File: src/hw/rtl/mer_pkg.sv
// Shared types and constants of the midpoint ellipse rasterizer.
`timescale 1ns / 1ps

package mer_pkg;

    localparam int PIXEL_BITS     = 13;
    localparam int DEC_BITS       = 64;
    localparam int CFG_INDEX_BITS = 3;
    localparam int CFG_DATA_BITS  = 16;

    localparam logic [CFG_INDEX_BITS-1:0] REG_RADIUS_X = 3'd0;
    localparam logic [CFG_INDEX_BITS-1:0] REG_RADIUS_Y = 3'd1;
    localparam logic [CFG_INDEX_BITS-1:0] REG_CENTRE_X = 3'd2;
    localparam logic [CFG_INDEX_BITS-1:0] REG_CENTRE_Y = 3'd3;

    typedef enum logic [3:0] {
        ST_IDLE,
        ST_INIT_MUL,
        ST_INIT_LOAD,
        ST_CHECK,
        ST_ADV_UPD,
        ST_SET_MUL,
        ST_SET_EVAL,
        ST_ENTER_MUL,
        ST_ENTER_LOAD
    } t_state;

    typedef struct packed {
        logic init_mul;
        logic init_load;
        logic adv_load;
        logic adv_update;
        logic settle_mul;
        logic settle_eval;
        logic enter_mul;
        logic enter_load;
    } t_dp_cmd;

    typedef struct packed {
        logic finished;
        logic need_enter;
    } t_dp_stat;

    typedef struct packed {
        logic load_pix;
        logic load_done;
    } t_emit_cmd;

endpackage

File: src/hw/rtl/mer_ctrl.sv
// Controller state machine sequencing restart, advance and region settle.
`timescale 1ns / 1ps

module mer_ctrl (
    input  logic               i_clk,
    input  logic               i_rst_n,
    input  logic               i_step_valid,
    input  logic               i_restart,
    output logic               o_step_ready,
    input  mer_pkg::t_dp_stat  i_stat,
    input  logic               i_emit_busy,
    output mer_pkg::t_dp_cmd   o_cmd,
    output mer_pkg::t_emit_cmd o_emit
);

    mer_pkg::t_state r_state;
    mer_pkg::t_state n_state;
    logic            r_init;
    logic            w_accept;

    assign w_accept = i_step_valid && (r_state == mer_pkg::ST_IDLE);

    always_ff @(posedge i_clk) begin
        if (!i_rst_n) begin
            r_state <= mer_pkg::ST_IDLE;
            r_init  <= 1'b0;
        end else begin
            r_state <= n_state;
            if (w_accept) begin
                r_init <= i_restart;
            end else if (r_state == mer_pkg::ST_CHECK) begin
                r_init <= 1'b0;
            end
        end
    end

    always_comb begin
        n_state = r_state;
        unique case (r_state)
            mer_pkg::ST_IDLE: begin
                if (i_step_valid) begin
                    n_state = i_restart ? mer_pkg::ST_INIT_MUL : mer_pkg::ST_CHECK;
                end
            end
            mer_pkg::ST_INIT_MUL:  n_state = mer_pkg::ST_INIT_LOAD;
            mer_pkg::ST_INIT_LOAD: n_state = mer_pkg::ST_SET_MUL;
            mer_pkg::ST_CHECK: begin
                if (!i_emit_busy) begin
                    n_state = i_stat.finished ? mer_pkg::ST_IDLE : mer_pkg::ST_ADV_UPD;
                end
            end
            mer_pkg::ST_ADV_UPD: n_state = mer_pkg::ST_SET_MUL;
            mer_pkg::ST_SET_MUL: n_state = mer_pkg::ST_SET_EVAL;
            mer_pkg::ST_SET_EVAL: begin
                if (i_stat.need_enter) begin
                    n_state = mer_pkg::ST_ENTER_MUL;
                end else begin
                    n_state = r_init ? mer_pkg::ST_CHECK : mer_pkg::ST_IDLE;
                end
            end
            mer_pkg::ST_ENTER_MUL:  n_state = mer_pkg::ST_ENTER_LOAD;
            mer_pkg::ST_ENTER_LOAD: n_state = r_init ? mer_pkg::ST_CHECK : mer_pkg::ST_IDLE;
            default:                n_state = mer_pkg::ST_IDLE;
        endcase
    end

    always_comb begin
        o_cmd        = '0;
        o_emit       = '0;
        o_step_ready = 1'b0;
        unique case (r_state)
            mer_pkg::ST_IDLE:       o_step_ready = 1'b1;
            mer_pkg::ST_INIT_MUL:   o_cmd.init_mul = 1'b1;
            mer_pkg::ST_INIT_LOAD:  o_cmd.init_load = 1'b1;
            mer_pkg::ST_CHECK: begin
                if (!i_emit_busy) begin
                    if (i_stat.finished) begin
                        o_emit.load_done = 1'b1;
                    end else begin
                        o_emit.load_pix = 1'b1;
                        o_cmd.adv_load  = 1'b1;
                    end
                end
            end
            mer_pkg::ST_ADV_UPD:    o_cmd.adv_update = 1'b1;
            mer_pkg::ST_SET_MUL:    o_cmd.settle_mul = 1'b1;
            mer_pkg::ST_SET_EVAL:   o_cmd.settle_eval = 1'b1;
            mer_pkg::ST_ENTER_MUL:  o_cmd.enter_mul = 1'b1;
            mer_pkg::ST_ENTER_LOAD: o_cmd.enter_load = 1'b1;
            default: ;
        endcase
    end

endmodule

File: config.mk
export PLATFORM = sky130hd
export DESIGN_NAME = mer_ctrl
export DESIGN_NICKNAME = d
export VERILOG_FILES = /design/src/hw/rtl/mer_pkg.sv /design/src/hw/rtl/mer_ctrl.sv
export SDC_FILE = /design/constraint.sdc
export NUM_CORES = 1
export LEC_CHECK = 0
export ABC_CLOCK_PERIOD_IN_PS = 3500
export BUFFER_PORTS_ARGS = -buffer_cell sky130_fd_sc_hd__buf_2
export CELL_PAD_IN_SITES_DETAIL_PLACEMENT = 1
export CELL_PAD_IN_SITES_GLOBAL_PLACEMENT = 1
export CORE_AREA = 2 2 39 41
export CTS_BUF_LIST = sky130_fd_sc_hd__clkbuf_4 sky130_fd_sc_hd__clkbuf_8
export DETAILED_ROUTE_END_ITERATION = 8
export DIE_AREA = 0 0 41 43
export PLACE_DENSITY = 0.72
export SYNTH_ARGS = -nofsm -noshare
export SYNTH_HDL_FRONTEND = slang
export SYNTH_SLANG_ARGS = --single-unit
export TNS_END_PERCENT = 1
File: constraint.sdc
create_clock -name i_clk -period 3.5 [get_ports i_clk]
set_input_delay 0.7 -clock i_clk [delete_from_list [all_inputs] [get_ports i_clk]]
set_output_delay 0.7 -clock i_clk [all_outputs]
set_load 0.005 [all_outputs]
==> metrics.yaml <==
outcome:
  outcome: "complete, no violations"
synthesis:
  synth_cells: 55
  netlist_area_sq_um: 398
  yosysWarnings: 0
  synth_cell_type_count: 24
  synth_fp_nets: 62
  ys_seq_area_frac: 0.252
  avgSynthCellArea_sq_um: 7.23
  ys_ff_latch: 5
  yosysTopAreaCell: "dfxtp_1"
  netlist.area_leader.share: 0.252
  synth_area_leaders: "dfxtp_1 25%, buf_2 6.3%, nand2b_1 6.3%"
detailed_routing:
  viasPerCell: 5.34
  totalWireLength_um: 1130
  ant_nets: 0
  drtIter0Drc: 14
  vias: 459
  wl_per_cell_um: 13.1
  firstDrtPassIters: 4
  drc: 0
global_route:
  antenna_found_initial: 0
  grt_max_degree: 14
  track_usage: 0.155
  grt_pass1_vias: 398
  overflow: 0
  grt_pass1_wl_um: 1840
critical_path:
  crit_type: "register to primary output"
  required_ps: 2800
  cp.arrival_ps: 1730
  rr_startpoint: "r_state[3]$_SDFFE_PN0P_"
  critPathLaunchType: "register"
  r2r-end: "r_state[1]$_SDFFE_PN0P_"
  cp_max_fo: 13
  reg2reg_slack_ps: 1950
  crit_path_end_kind: "primary output"
  r2r_cells: 4
clocking:
  cts_tree: "yes"
  clk_pin_slew_worst_paths_ps: 50
  post-cts-setup-buffer-count: 0
  cts_resized: 0
  cts_max_level: 1
  cts-hold-fix-buffers: 0
  clock_tree.buffer_depth: 2
  cts_made_buffers: 3
  cts_sinks: 5
  clk_root_buffer_cell: "clkbuf_4"
  clock_latency_ps: 240
pwr:
  vdd_drop_max_v: 0.000163
  p_leak_nw: 0.249
  powerDensity_nw_per_um2: 504
die:
  die_h_um: 43
  die-area_sq_um: 1760
  placeableCoreArea_sq_um: 1380
  initial_core_util: 0.288
  io_pins: 18
  chipWidth_um: 41
  rows: 14
sta:
  relSlewSlack: 0.697
  hold_ws_ps: 543
  fmax_mhz: 411
  setup_tns_ps: 0
  setup_violations: 0
  hold_violations: 0
  period_share: 0.695
  drv_slew: 0
  tightestPinTransition_ps: 450
  fin_skew_ps: 5.08
  rsz0062_at_grt: "no"
  period_needed_ps: 2430
run:
  drv_cap: 0
final_layout:
  final_net_count: 78
  layout.cells.non_filler: 86
  final_cell_mix: "17 x buf_2, 5 x nor3_1, 5 x nor2_1, 5 x dfxtp_1"
  final_common_cell: "buf_2"
  diodes: 0
  drive_gt1_frac: 0.329
  area_growth_pct: 25.8
hold_path:
  hold_class: "register to register"
  hp-start: "r_init$_SDFFE_PN0P_"
  holdPathEnd: "r_init$_SDFFE_PN0P_"
  whs_path_depth: 2
placed_design:
  io_buffers: 17
  placed_cells: 82
  dp_hpwl_um: 834
  place_congestion: 0.706
## worst max path at each step
stage | from | endpoint | cells past startpoint
after floorplan | i_stat[1] | o_emit[1] | 2
after global placement | r_state[0]$_SDFFE_PN0P_ | o_emit[1] | 3
after detailed placement | r_state[0]$_SDFFE_PN0P_ | o_emit[1] | 3
after CTS | r_state[0]$_SDFFE_PN0P_ | o_emit[1] | 3
after global routing | r_state[0]$_SDFFE_PN0P_ | o_cmd[5] | 3
final | r_state[0]$_SDFFE_PN0P_ | o_cmd[5] | 3
## logic make-up after synthesis
family,share of synthesized area
and+or+nand+nor,0.380
AOI/OAI and AO/OA,0.258
buffers and inverters,0.110
DFF,0.252
## Yosys cell counts, drive strengths merged
cell    number
a211o        1
a21boi       1
a21o         3
a21oi        2
a221oi       2
buf          6
dfxtp        5
inv          3
nand2        4
nand2b       4
nand3        1
nand3b       1
nor2         5
nor2b        1
nor3         5
nor4         4
nor4b        2
o211ai       1
o21ai        3
o21bai       1
## per-layer routing
metal  up-vias  share of wire  GRT usage
li1        229              -          -
met1       215           0.45      0.214
met2        13           0.49      0.219
met3         2          0.044     0.0157
met4         0          0.016      0.100
met5         -              0          0
## registers in the layout, indices dropped and copies added, names as in the netlist
name and count:
r_init 1, r_state 4
## per-stage QoR
| step | worst slack (ps) | area [sq um] | total power [W] | utilization |
|---|---|---|---|---|
| floorplan | 1540 | 398 | 0.000151 | - |
| global placement | 1490 | 470 | 0.000175 | 0.340 |
| detailed placement | 1400 | 470 | 0.000178 | 0.340 |
| CTS | 1090 | 500 | 0.000254 | 0.362 |
| global route | 889 | 500 | 0.000274 | 0.362 |
| finish | 1070 | 500 | 0.000252 | 0.362 |
## power by group
group / internal (W) / leakage [nW] / switching [W]
combinational: 0.0000403 / 0.190 / 0.0000444
sequential: 0.0000661 / 0.0410 / 0.0000261
clock: 0.0000509 / 0.0184 / 0.0000246
total: 0.000157 / 0.249 / 0.0000951
## final cells by class
| class | instances | area (sq um) |
|---|---|---|
| flip-flops and latches | 5 | 100 |
| multi-input cells | 41 | 254 |
| fillers | 192 | 883 |
| well taps | 16 | 20.0 |
| clock buffers | 4 | 30.0 |
| inverters | 3 | 11.3 |
| repair buffers | 17 | 85.1 |
## critical path, stage by stage, from the launching register on
cell and delay [ps]:
dfxtp_1 570, nand2b_1 300, nor4_1 430, buf_2 190
(Power assumes the default switching activity.)
