==> src/hw/rtl/mer_pkg.sv <==
// Shared types and constants of the midpoint ellipse rasterizer.
`timescale 1ns / 1ps

package mer_pkg;

    localparam int PIXEL_BITS     = 13;
    localparam int DEC_BITS       = 64;
    localparam int CFG_INDEX_BITS = 3;
    localparam int CFG_DATA_BITS  = 16;

    localparam logic [CFG_INDEX_BITS-1:0] REG_RADIUS_X = 3'd0;
    localparam logic [CFG_INDEX_BITS-1:0] REG_RADIUS_Y = 3'd1;
    localparam logic [CFG_INDEX_BITS-1:0] REG_CENTRE_X = 3'd2;
    localparam logic [CFG_INDEX_BITS-1:0] REG_CENTRE_Y = 3'd3;

    typedef enum logic [3:0] {
        ST_IDLE,
        ST_INIT_MUL,
        ST_INIT_LOAD,
        ST_CHECK,
        ST_ADV_UPD,
        ST_SET_MUL,
        ST_SET_EVAL,
        ST_ENTER_MUL,
        ST_ENTER_LOAD
    } t_state;

    typedef struct packed {
        logic init_mul;
        logic init_load;
        logic adv_load;
        logic adv_update;
        logic settle_mul;
        logic settle_eval;
        logic enter_mul;
        logic enter_load;
    } t_dp_cmd;

    typedef struct packed {
        logic finished;
        logic need_enter;
    } t_dp_stat;

    typedef struct packed {
        logic load_pix;
        logic load_done;
    } t_emit_cmd;

endpackage

==> src/hw/rtl/mer_emit.sv <==
// Output stage: registers the four symmetric pixels or the done result.
`timescale 1ns / 1ps

module mer_emit #(
    parameter int RADIUS_BITS = 10,
    parameter int COORD_BITS  = 11
) (
    input  logic                                i_clk,
    input  logic                                i_rst_n,
    input  mer_pkg::t_emit_cmd                  i_cmd,
    input  logic [RADIUS_BITS:0]                i_walk_x,
    input  logic signed [RADIUS_BITS+1:0]       i_walk_y,
    input  logic [COORD_BITS-1:0]               i_centre_x,
    input  logic [COORD_BITS-1:0]               i_centre_y,
    output logic                                o_busy,
    output logic                                o_pix_valid,
    input  logic                                i_pix_ready,
    output logic [mer_pkg::PIXEL_BITS-1:0]      o_pixel_x,
    output logic [mer_pkg::PIXEL_BITS-1:0]      o_pixel_y,
    output logic                                o_last,
    output logic                                o_done_res
);

    localparam int PB       = mer_pkg::PIXEL_BITS;
    localparam int W1       = (COORD_BITS > RADIUS_BITS + 2) ? COORD_BITS : RADIUS_BITS + 2;
    localparam int SUM_BITS = (W1 + 2 > PB) ? W1 + 2 : PB;

    logic                          r_busy;
    logic                          r_done;
    logic [1:0]                    r_k;
    logic [RADIUS_BITS:0]          r_sx;
    logic signed [RADIUS_BITS+1:0] r_sy;
    logic [PB-1:0]                 r_px;
    logic [PB-1:0]                 r_py;
    logic                          w_take;
    logic                          w_final;

    function automatic logic [2*PB-1:0] pix(
        input logic [RADIUS_BITS:0]          x,
        input logic signed [RADIUS_BITS+1:0] y,
        input logic [COORD_BITS-1:0]         cx,
        input logic [COORD_BITS-1:0]         cy,
        input logic [1:0]                    k
    );
        logic signed [SUM_BITS-1:0] sx;
        logic signed [SUM_BITS-1:0] sy;
        logic signed [SUM_BITS-1:0] scx;
        logic signed [SUM_BITS-1:0] scy;
        logic signed [SUM_BITS-1:0] px;
        logic signed [SUM_BITS-1:0] py;
        sx  = SUM_BITS'(x);
        sy  = SUM_BITS'(y);
        scx = SUM_BITS'(cx);
        scy = SUM_BITS'(cy);
        px  = k[0] ? scx - sx : scx + sx;
        py  = k[1] ? scy - sy : scy + sy;
        return {px[PB-1:0], py[PB-1:0]};
    endfunction

    assign w_take  = r_busy && i_pix_ready;
    assign w_final = r_done || (r_k == 2'd3);

    always_ff @(posedge i_clk) begin
        if (!i_rst_n) begin
            r_busy <= 1'b0;
            r_done <= 1'b0;
            r_k    <= '0;
        end else if (i_cmd.load_pix) begin
            r_busy <= 1'b1;
            r_done <= 1'b0;
            r_k    <= '0;
        end else if (i_cmd.load_done) begin
            r_busy <= 1'b1;
            r_done <= 1'b1;
            r_k    <= '0;
        end else if (w_take) begin
            if (w_final) begin
                r_busy <= 1'b0;
            end else begin
                r_k <= r_k + 2'd1;
            end
        end
    end

    always_ff @(posedge i_clk) begin
        if (i_cmd.load_pix) begin
            r_sx         <= i_walk_x;
            r_sy         <= i_walk_y;
            {r_px, r_py} <= pix(i_walk_x, i_walk_y, i_centre_x, i_centre_y, 2'd0);
        end else if (i_cmd.load_done) begin
            r_px <= '0;
            r_py <= '0;
        end else if (w_take && !w_final) begin
            {r_px, r_py} <= pix(r_sx, r_sy, i_centre_x, i_centre_y, r_k + 2'd1);
        end
    end

    assign o_busy      = r_busy;
    assign o_pix_valid = r_busy;
    assign o_pixel_x   = r_px;
    assign o_pixel_y   = r_py;
    assign o_last      = w_final;
    assign o_done_res  = r_done;

endmodule

==> config.mk <==
export PLATFORM = sky130hd
export DESIGN_NAME = mer_emit
export DESIGN_NICKNAME = d
export VERILOG_FILES = /design/src/hw/rtl/mer_pkg.sv /design/src/hw/rtl/mer_emit.sv
export SDC_FILE = /design/constraint.sdc
export NUM_CORES = 1
export LEC_CHECK = 0
export BUFFER_PORTS_ARGS = -buffer_cell sky130_fd_sc_hd__buf_2
export CAP_MARGIN = 20
export CORE_MARGIN = 2
export CORE_UTILIZATION = 51
export DETAILED_ROUTE_END_ITERATION = 16
export PLACE_DENSITY = 0.74
export SYNTH_ARGS = -nofsm -noshare
export SYNTH_HDL_FRONTEND = slang
export SYNTH_SLANG_ARGS = --single-unit
export TNS_END_PERCENT = 5
==> constraint.sdc <==
create_clock -name i_clk -period 4.1 [get_ports i_clk]
set_clock_uncertainty 0.15 [all_clocks]
set_input_delay 0.205 -clock i_clk [delete_from_list [all_inputs] [get_ports i_clk]]
set_output_delay 0.205 -clock i_clk [all_outputs]
set_load 0.005 [all_outputs]
==> results.tsv, run 1 <==
stage	metric	value	unit
floorplanning	DIE AREA	0.00958	mm^2
logic_synthesis	Post-Syn Area per Cell	9.48	um^2
sta	fmax	302	MHz
worst_setup_path	Startpoint Class	register	
worst_setup_path	Worst Path Arrival	3.20	ns
logic_synthesis	Netlist cell types	55	
floorplanning	Die Height	97.9	um
power	Switching Share	33.8	%
placed_design	IO buf count	79	
cells_and_area	final instance area	0.00530	mm^2
sta	post-layout min period	3.31	ns
floorplanning	Rows	34	
cells_and_area	ant diodes	0	
logic_synthesis	Syn Nets	586	
worst_setup_path	crit path kind	register to register	
worst_setup_path	R2R Path Start	r_k[0]	
global_route	initial antenna violation count	0	
logic_synthesis	top post-synthesis cells by area	edfxtp_1 (33%), ha_1 (16%), xnor2_1 (5.7%), a21oi_1 (4.2%), o21ai_0 (3.9%)	
logic_synthesis	yosys warns	0	
job	MaxCap Viol Count	0	
clock_tree	H-tree depth	2	
worst_setup_path	crit path max-delay cell type	ha_1	
placed_design	Inst Count DP	651	
detailed_routing	DR DRC count	0	
logic_synthesis	Seq/Total Area, Yosys	34.5	%
sta	pins over their slew limit	0	
logic_synthesis	mux contribution to synthesized area	1.14	%
sta	period utilization	80.7	%
placed_design	Final GP Congestion	0.914	
worst_setup_path	Crit path max-delay family	adder cells	
worst_setup_path	buffer and inverter count on the worst path	0	
clock_tree	clock slew at reported path FFs	0.10	ns
sta	worst rel slew slack	54.5	%
clock_tree	CTS Buf Count	5	
power	Sequential Power Share	43.3	%
sta	post-route setup TNS	0	ns
clock_tree	CTS tree	built	
detailed_routing	WL/cell	15.8	um
floorplanning	Die X	97.9	um
logic_synthesis	Top FF cell, synth	edfxtp_1	
worst_setup_path	critical path, cell by cell	ha_1 -> mux2_2 -> fa_1 -> nand2b_1 -> a21oi_1 -> a211oi_1 -> o21ai_0 -> a31oi_1 -> xor2_1 -> o22ai_1	
logic_synthesis	asr flop ratio synth	0	%
detailed_routing	final WL	10.8	mm
min_path	Worst Hold Class	input pin to register	
worst_setup_path	CP max FO	14	
global_route	largest net degree at the start of global routing	39	
clock_tree	Longest Clk Path Bufs	2	
worst_setup_path	R2R cell count	10	
placed_design	Post-Place Setup Slack	0.832	ns
global_route	first-pass GRT wire length	17.6	mm
worst_setup_path	WP data required	3.99	ns
detailed_routing	initial drt markers	139	
power	power density cells	304	mW/mm^2
worst_setup_path	Worst path depth	10	
clock_tree	clock latency on the worst-skew pair	0.31	ns
min_path	Hold Path Sink	o_busy	
sta	Slew @ Worst Pin	0.683	ns
logic_synthesis	Synth area leader	edfxtp_1	
detailed_routing	Vias	3880	
global_route	number of global-route vias before repair	3649	
logic_synthesis	main combinational cell family by area after synthesis	compound AO/OA/AOI/OAI gates	
cells_and_area	final core utilization	61.4	%
power	Peak VDD IR	0.000168	V
power	Internal	0.00107	W
floorplanning	I/O pin count	80	
run_status	status	finished clean	
cells_and_area	Synth-to-Final Area Change	18.0	%
sta	final-report setup violation count	0	
logic_synthesis	Synth Area in XOR/XNOR	8.19	%
logic_synthesis	Post-synth EDFFs	49	
detailed_routing	Initial DRT Pass Iterations	5	
clock_tree	Root Buffer	clkbuf_8	
sta	RSZ-0062 raised after global routing	no	
logic_synthesis	most instantiated library cell after synthesis	ha_1	
power	P_leak	2.36	nW
logic_synthesis	Yosys top cell area share	32.7	%
cells_and_area	share of layout cells above drive strength 1	17.9	%
power	clock power share	18.8	%
worst_setup_path	R2R Path End	o_pixel_y[10]	
clock_tree	number of post-CTS setup repair buffers	0	
min_path	min-delay src	i_pix_ready	
worst_setup_path	Max stage delay on crit path	0.58	ns
logic_synthesis	fraction of the mapped netlist area in adder cells	18.1	%
floorplanning	core area	0.00864	mm^2
logic_synthesis	Simple-Gate Fraction of Synth Area	11.3	%
worst_setup_path	slack of the worst reg-to-reg path	0.79	ns
logic_synthesis	most frequent cells after synthesis	ha_1 (57), edfxtp_1 (49), inv_1 (44)	
global_route	grt ovf	0	
cells_and_area	Finished Layout Cells	683	
clock_tree	TritonCTS sink count	53	
detailed_routing	DR vias/cell	5.68	
sta	Worst Slack Setup Final	0.792	ns
logic_synthesis	FF+latch count, synth	53	
detailed_routing	ANT nets after route	0	
placed_design	DP HPWL	8.10	mm
logic_synthesis	Mapped Cells	474	
power	total net switching power	0.000546	W
logic_synthesis	synthesized area	0.00449	mm^2
min_path	hold path depth	4	
logic_synthesis	compound-cell area share of the yosys netlist	21.5	%
worst_setup_path	CP endpoint kind	register	
global_route	Overall Global Routing Usage	22.3	%
sta	Final Hold Viols	0	
power	logic gate share of total power	37.9	%
floorplanning	Starting Density	52.0	%
placed_design	Post-DP Area	0.00497	mm^2
cells_and_area	fin nets	686	
per-layer routing:
metal | track usage, % | up-vias | wire (um)
met3 | 3.29 | 12 | 501
met1 | 30.9 | 1837 | 4960
met5 | 0 | - | 0
met4 | 5.45 | 0 | 140
li1 | - | 1921 | -
met2 | 37.1 | 110 | 5190
worst max-delay path by stage:
stage / start / to / slack (ns)
after floorplan: r_k[0] / o_pixel_y[10] / 1.07
after global placement: r_k[0] / o_pixel_y[12] / 0.93
after detailed placement: r_k[0] / o_pixel_y[12] / 0.83
after CTS: r_k[0] / o_pixel_y[12] / 0.80
after global routing: r_k[0] / o_pixel_y[10] / 0.56
final: r_k[0] / o_pixel_y[10] / 0.79
through the flow:
stage	total power [W]	hold WS [ns]
finish	0.00161	0.0773
global route	0.00172	0.0892
CTS	0.00162	0.0718
detailed placement	0.00130	0.252
global placement	0.00128	0.251
floorplan	0.00112	0.154
power groups by stage:
stage / clock network (W) / logic, W / registers, W
2_1_floorplan: 0 / 0.000406 / 0.000712
3_3_place_gp: 0 / 0.000572 / 0.000708
3_5_place_dp: 0 / 0.000587 / 0.000710
4_1_cts: 0.000315 / 0.000609 / 0.000698
5_1_grt: 0.000335 / 0.000679 / 0.000705
6_report: 0.000303 / 0.000612 / 0.000698
flip-flops by register name (all words and copies together) (netlist names):
name	flops
r_sy	12
o_pixel_x	13
o_busy	1
o_done_res	1
o_pixel_y	13
r_sx	11
r_k	2
cell families (layout without fill, tap and decap cells):
family / Yosys count / count (layout)
compound gates: 149 / 149
xor+xnor: 42 / 42
fa+ha+maj: 62 / 62
buf+inv: 57 / 158
flops: 53 / 53
mux: 5 / 5
simple gates: 106 / 106
timing repair:
item,in CTS,in global routing
gates resized for setup,0,0
hold buffers,24,0
hold endpoints to repair,24,0
cell type report:
cell class | count | area, um^2
flip-flops and latches | 53 | 1550
multi-input cells | 364 | 2710
inverters | 44 | 165
repair buffers | 106 | 658
clock buffers | 5 | 68.8
well taps | 108 | 135
clock inverters | 3 | 17.5
fillers | 738 | 3330
cell usage in the layout, fill, tap and decap left out, types with 8 or more instances in the layout:
| cell type | synthesis | layout |
|---|---|---|
| buf_2 | 3 | 79 |
| ha_1 | 57 | 57 |
| edfxtp_1 | 49 | 49 |
| inv_1 | 44 | 44 |
| nor2_1 | 41 | 41 |
| a21oi_1 | 38 | 38 |
| o21ai_0 | 35 | 35 |
| xnor2_1 | 29 | 29 |
| dlygate4sd3_1 | 0 | 24 |
| nand2_1 | 23 | 23 |
| o22ai_1 | 14 | 14 |
| xor2_1 | 13 | 13 |
| a211oi_1 | 11 | 11 |
| nand2b_1 | 11 | 11 |
| a21o_1 | 8 | 8 |
worst register-to-register path, delay by kind of cell (launching register included):
kind            cells  cell delay (ns)
compound gates      5             0.79
xor+xnor            1             0.15
fa+ha+maj           2             1.00
flops               1             0.33
mux                 1             0.42
simple gates        1             0.20
(Power assumes the default switching activity.)
==> inputs of run 2 (changes only) <==
--- a/config.mk
+++ b/config.mk
@@ -10,7 +10,7 @@
 export CORE_MARGIN = 2
 export CORE_UTILIZATION = 51
 export DETAILED_ROUTE_END_ITERATION = 16
-export PLACE_DENSITY = 0.74
+export PLACE_DENSITY = 0.77
 export SYNTH_ARGS = -nofsm -noshare
 export SYNTH_HDL_FRONTEND = slang
 export SYNTH_SLANG_ARGS = --single-unit
==> constraint.sdc (replaced) <==
create_clock -name i_clk -period 3 [get_ports i_clk]
set_clock_uncertainty 0.15 [all_clocks]
set_input_delay 0.15 -clock i_clk [delete_from_list [all_inputs] [get_ports i_clk]]
set_output_delay 0.15 -clock i_clk [all_outputs]
set_load 0.005 [all_outputs]
==> run 2 against run 1 <==
Effect of this change: the run now ends with setup timing left; combinational power up 51%; critical endpoint is now o_pixel_y[11]; flip-flop and latch count unchanged; register-to-register slack worse by 0.84 ns; highest routed layer unchanged; core utilization is 3.2 points higher; critical path depth increased by 2; maximum frequency increased by 8.6%.
==> results.tsv, run 2 (synthesized netlist as in run 1, its figures left out) <==
stage	metric	value	unit	change
run_status	status	complete, but fails checks		was finished clean
run_status	failing checks	setup timing		
sta	pins over their slew limit	0		unchanged
floorplanning	Starting Density	52.0	%	unchanged
detailed_routing	WL/cell	16.0	um	was 15.8 um
clock_tree	Root Buffer	clkbuf_8		unchanged
detailed_routing	initial drt markers	187		was 139
worst_setup_path	crit path max-delay cell type	or4_4		was ha_1
sta	period utilization	102	%	was 80.7%
worst_setup_path	CP max FO	3		was 14
floorplanning	Die X	97.9	um	unchanged
worst_setup_path	R2R Path End	o_pixel_y[11]		was o_pixel_y[10]
worst_setup_path	CP endpoint kind	register		unchanged
power	power density cells	428	mW/mm^2	was 304 mW/mm^2
power	P_leak	2.50	nW	was 2.36 nW
sta	worst rel slew slack	57.0	%	was 54.5%
sta	Final Hold Viols	0		unchanged
sta	RSZ-0062 raised after global routing	yes		was no
sta	hold slack	0.0372	ns	was 0.0773 ns
worst_setup_path	slack of the worst reg-to-reg path	-0.05	ns	was 0.79 ns
worst_setup_path	CP dominant cell by count	a21oi_2		
global_route	M2 GR Usage	39.7	%	was 37.1%
clock_tree	clock slew at reported path FFs	0.11	ns	was 0.10 ns
cells_and_area	fill count	713		was 738
worst_setup_path	Startpoint Class	register		unchanged
sta	post-layout min period	3.05	ns	was 3.31 ns
cells_and_area	fin nets	712		was 686
global_route	initial antenna violation count	0		unchanged
cells_and_area	share of layout cells above drive strength 1	23.1	%	was 17.9%
floorplanning	Die Height	97.9	um	unchanged
worst_setup_path	Worst Path Arrival	2.96	ns	was 3.20 ns
global_route	first-pass GRT wire length	17.9	mm	was 17.6 mm
global_route	largest net degree at the start of global routing	23		was 39
placed_design	DP HPWL	8.43	mm	was 8.10 mm
min_path	Hold Path Sink	o_busy		unchanged
floorplanning	I/O pin count	80		unchanged
global_route	Overall Global Routing Usage	23.0	%	was 22.3%
global_route	number of global-route vias before repair	3883		was 3649
detailed_routing	ANT nets after route	0		unchanged
detailed_routing	final WL	11.3	mm	was 10.8 mm
cells_and_area	commonest non-fill, non-tap cell in the layout	buf_2		unchanged
cells_and_area	ant diodes	0		unchanged
placed_design	IO buf count	79		unchanged
worst_setup_path	R2R cell count	12		was 10
job	MaxCap Viol Count	0		unchanged
sta	Slew @ Worst Pin	0.644	ns	was 0.683 ns
clock_tree	TritonCTS sink count	53		unchanged
sta	fmax	328	MHz	was 302 MHz
worst_setup_path	R2R Path Start	r_sy[6]		was r_k[0]
worst_setup_path	crit path kind	register to register		unchanged
min_path	Worst Hold Class	input pin to register		unchanged
cells_and_area	Synth-to-Final Area Change	24.1	%	was 18.0%
clock_tree	CTS Buf Count	5		unchanged
sta	Worst Slack Setup Final	-0.0452	ns	was 0.792 ns
cells_and_area	most frequent cells in the layout	buf_2 (79), ha_1 (56), edfxtp_1 (49), inv_1 (44), nor2_1 (40)		was buf_2 (79), ha_1 (57), edfxtp_1 (49), inv_1 (44), nor2_1 (41)
power	Peak VDD IR	0.000224	V	was 0.000168 V
sta	final-report setup violation count	3		was 0
global_route	met3 usage	3.08	%	was 3.29%
cells_and_area	area of the multi-input gates	0.00276	mm^2	was 0.00271 mm^2
detailed_routing	Vias	4063		was 3880
worst_setup_path	Max stage delay on crit path	0.57	ns	was 0.58 ns
cells_and_area	sequential cell area	0.00155	mm^2	unchanged
worst_setup_path	Crit path max-delay family	simple AND/OR/NAND/NOR gates		was adder cells
worst_setup_path	WP data required	2.91	ns	was 3.99 ns
clock_tree	clock latency on the worst-skew pair	0.32	ns	was 0.31 ns
placed_design	Post-Place Setup Slack	-0.156	ns	was 0.832 ns
global_route	grt ovf	0		unchanged
floorplanning	core area	0.00864	mm^2	unchanged
clock_tree	CTS tree	built		unchanged
detailed_routing	DR DRC count	0		unchanged
worst_setup_path	buffer and inverter count on the worst path	0		unchanged
floorplanning	DIE AREA	0.00958	mm^2	unchanged
global_route	GRT met1 Usage	29.8	%	was 30.9%
min_path	min-delay src	i_pix_ready		unchanged
min_path	hold path depth	4		unchanged
global_route	Most Crowded Layer GR	met2		unchanged
worst_setup_path	critical path, cell by cell	or4_4 -> and2b_2 -> nor2_2 -> xnor2_1 -> ha_1 -> a21oi_2 -> o21bai_2 -> a21o_1 -> a21oi_2 -> o31ai_2 -> xor2_1 -> o22ai_1		was ha_1 -> mux2_2 -> fa_1 -> nand2b_1 -> a21oi_1 -> a211oi_1 -> o21ai_0 -> a31oi_1 -> xor2_1 -> o22ai_1
floorplanning	Rows	34		unchanged
placed_design	Final GP Congestion	0.918		was 0.914
detailed_routing	DR vias/cell	5.73		was 5.68
detailed_routing	Initial DRT Pass Iterations	5		unchanged
clock_tree	H-tree depth	2		unchanged
clock_tree	Longest Clk Path Bufs	2		unchanged
-- run 2: cell types whose count changed in the layout (fill, tap and decap cells not counted), moves of 2 or more --
cell / previous run / this run
buf_4: 3 / 29
a21oi_1: 38 / 35
a21oi_2: 1 / 4
clkinv_2: 2 / 0
-- run 2: metal layers --
metal	up-vias	part of all wire, %
met5	-	0
met4	0	1.7
met3	19	5.3
met2	148	49
met1	1914	44
li1	1982	-
-- run 2: cell type report --
type	count	share of cell area (%)
timing repair buffer	132	15.3
clock inverter	2	0.606
clock buffer	6	1.30
sequential	53	27.8
tap	108	2.42
multi-input combinational	364	49.6
inverter	44	2.96
-- run 2: report_power, final --
group	leakage [nW]	internal (W)	switching, W
combinational	1.91	0.000435	0.000492
sequential	0.537	0.000915	0.0000349
clock	0.0528	0.000247	0.000261
-- run 2: how the worst max path moves through the flow --
stage | start | end | slack [ns] | depth (start not counted)
6_report | r_sy[6] | o_pixel_y[11] | -0.05 | 12
5_1_grt | r_sy[6] | o_pixel_y[11] | -0.18 | 12
4_1_cts | r_sy[6] | o_pixel_y[12] | -0.05 | 11
3_5_place_dp | r_sy[6] | o_pixel_y[11] | -0.16 | 12
3_3_place_gp | r_sy[6] | o_pixel_y[11] | 0.03 | 12
2_1_floorplan | r_sy[5] | o_pixel_y[11] | 0.04 | 12
-- run 2: worst register-to-register path: stages (launching register included) --
cell and delay (ns):
edfxtp_1 0.40, or4_4 0.57, and2b_2 0.24, nor2_2 0.04
xnor2_1 0.12, ha_1 0.32, a21oi_2 0.19, o21bai_2 0.10
a21o_1 0.17, a21oi_2 0.18, o31ai_2 0.10, xor2_1 0.14
o22ai_1 0.08
-- run 2: stage by stage --
stage               util (%)  TNS (ns)  cells  cell area (um^2)  power [W]
floorplan                  -         0    474              4490    0.00153
global placement        59.6         0    674              5150    0.00180
detailed placement      59.6    -0.318    674              5150    0.00183
CTS                     64.1   -0.0829    707              5540    0.00237
global route            64.6    -0.477    709              5580    0.00253
finish                  64.6   -0.0739    709              5580    0.00238
-- run 2: timing repair --
action,in CTS,in global routing
setup buffers,1,2
hold buffers,24,0
pin swaps,0,11
gates resized for setup,7,7
endpoints found under the setup margin,4,7
endpoints found under the hold margin,27,0
cloned,0,0
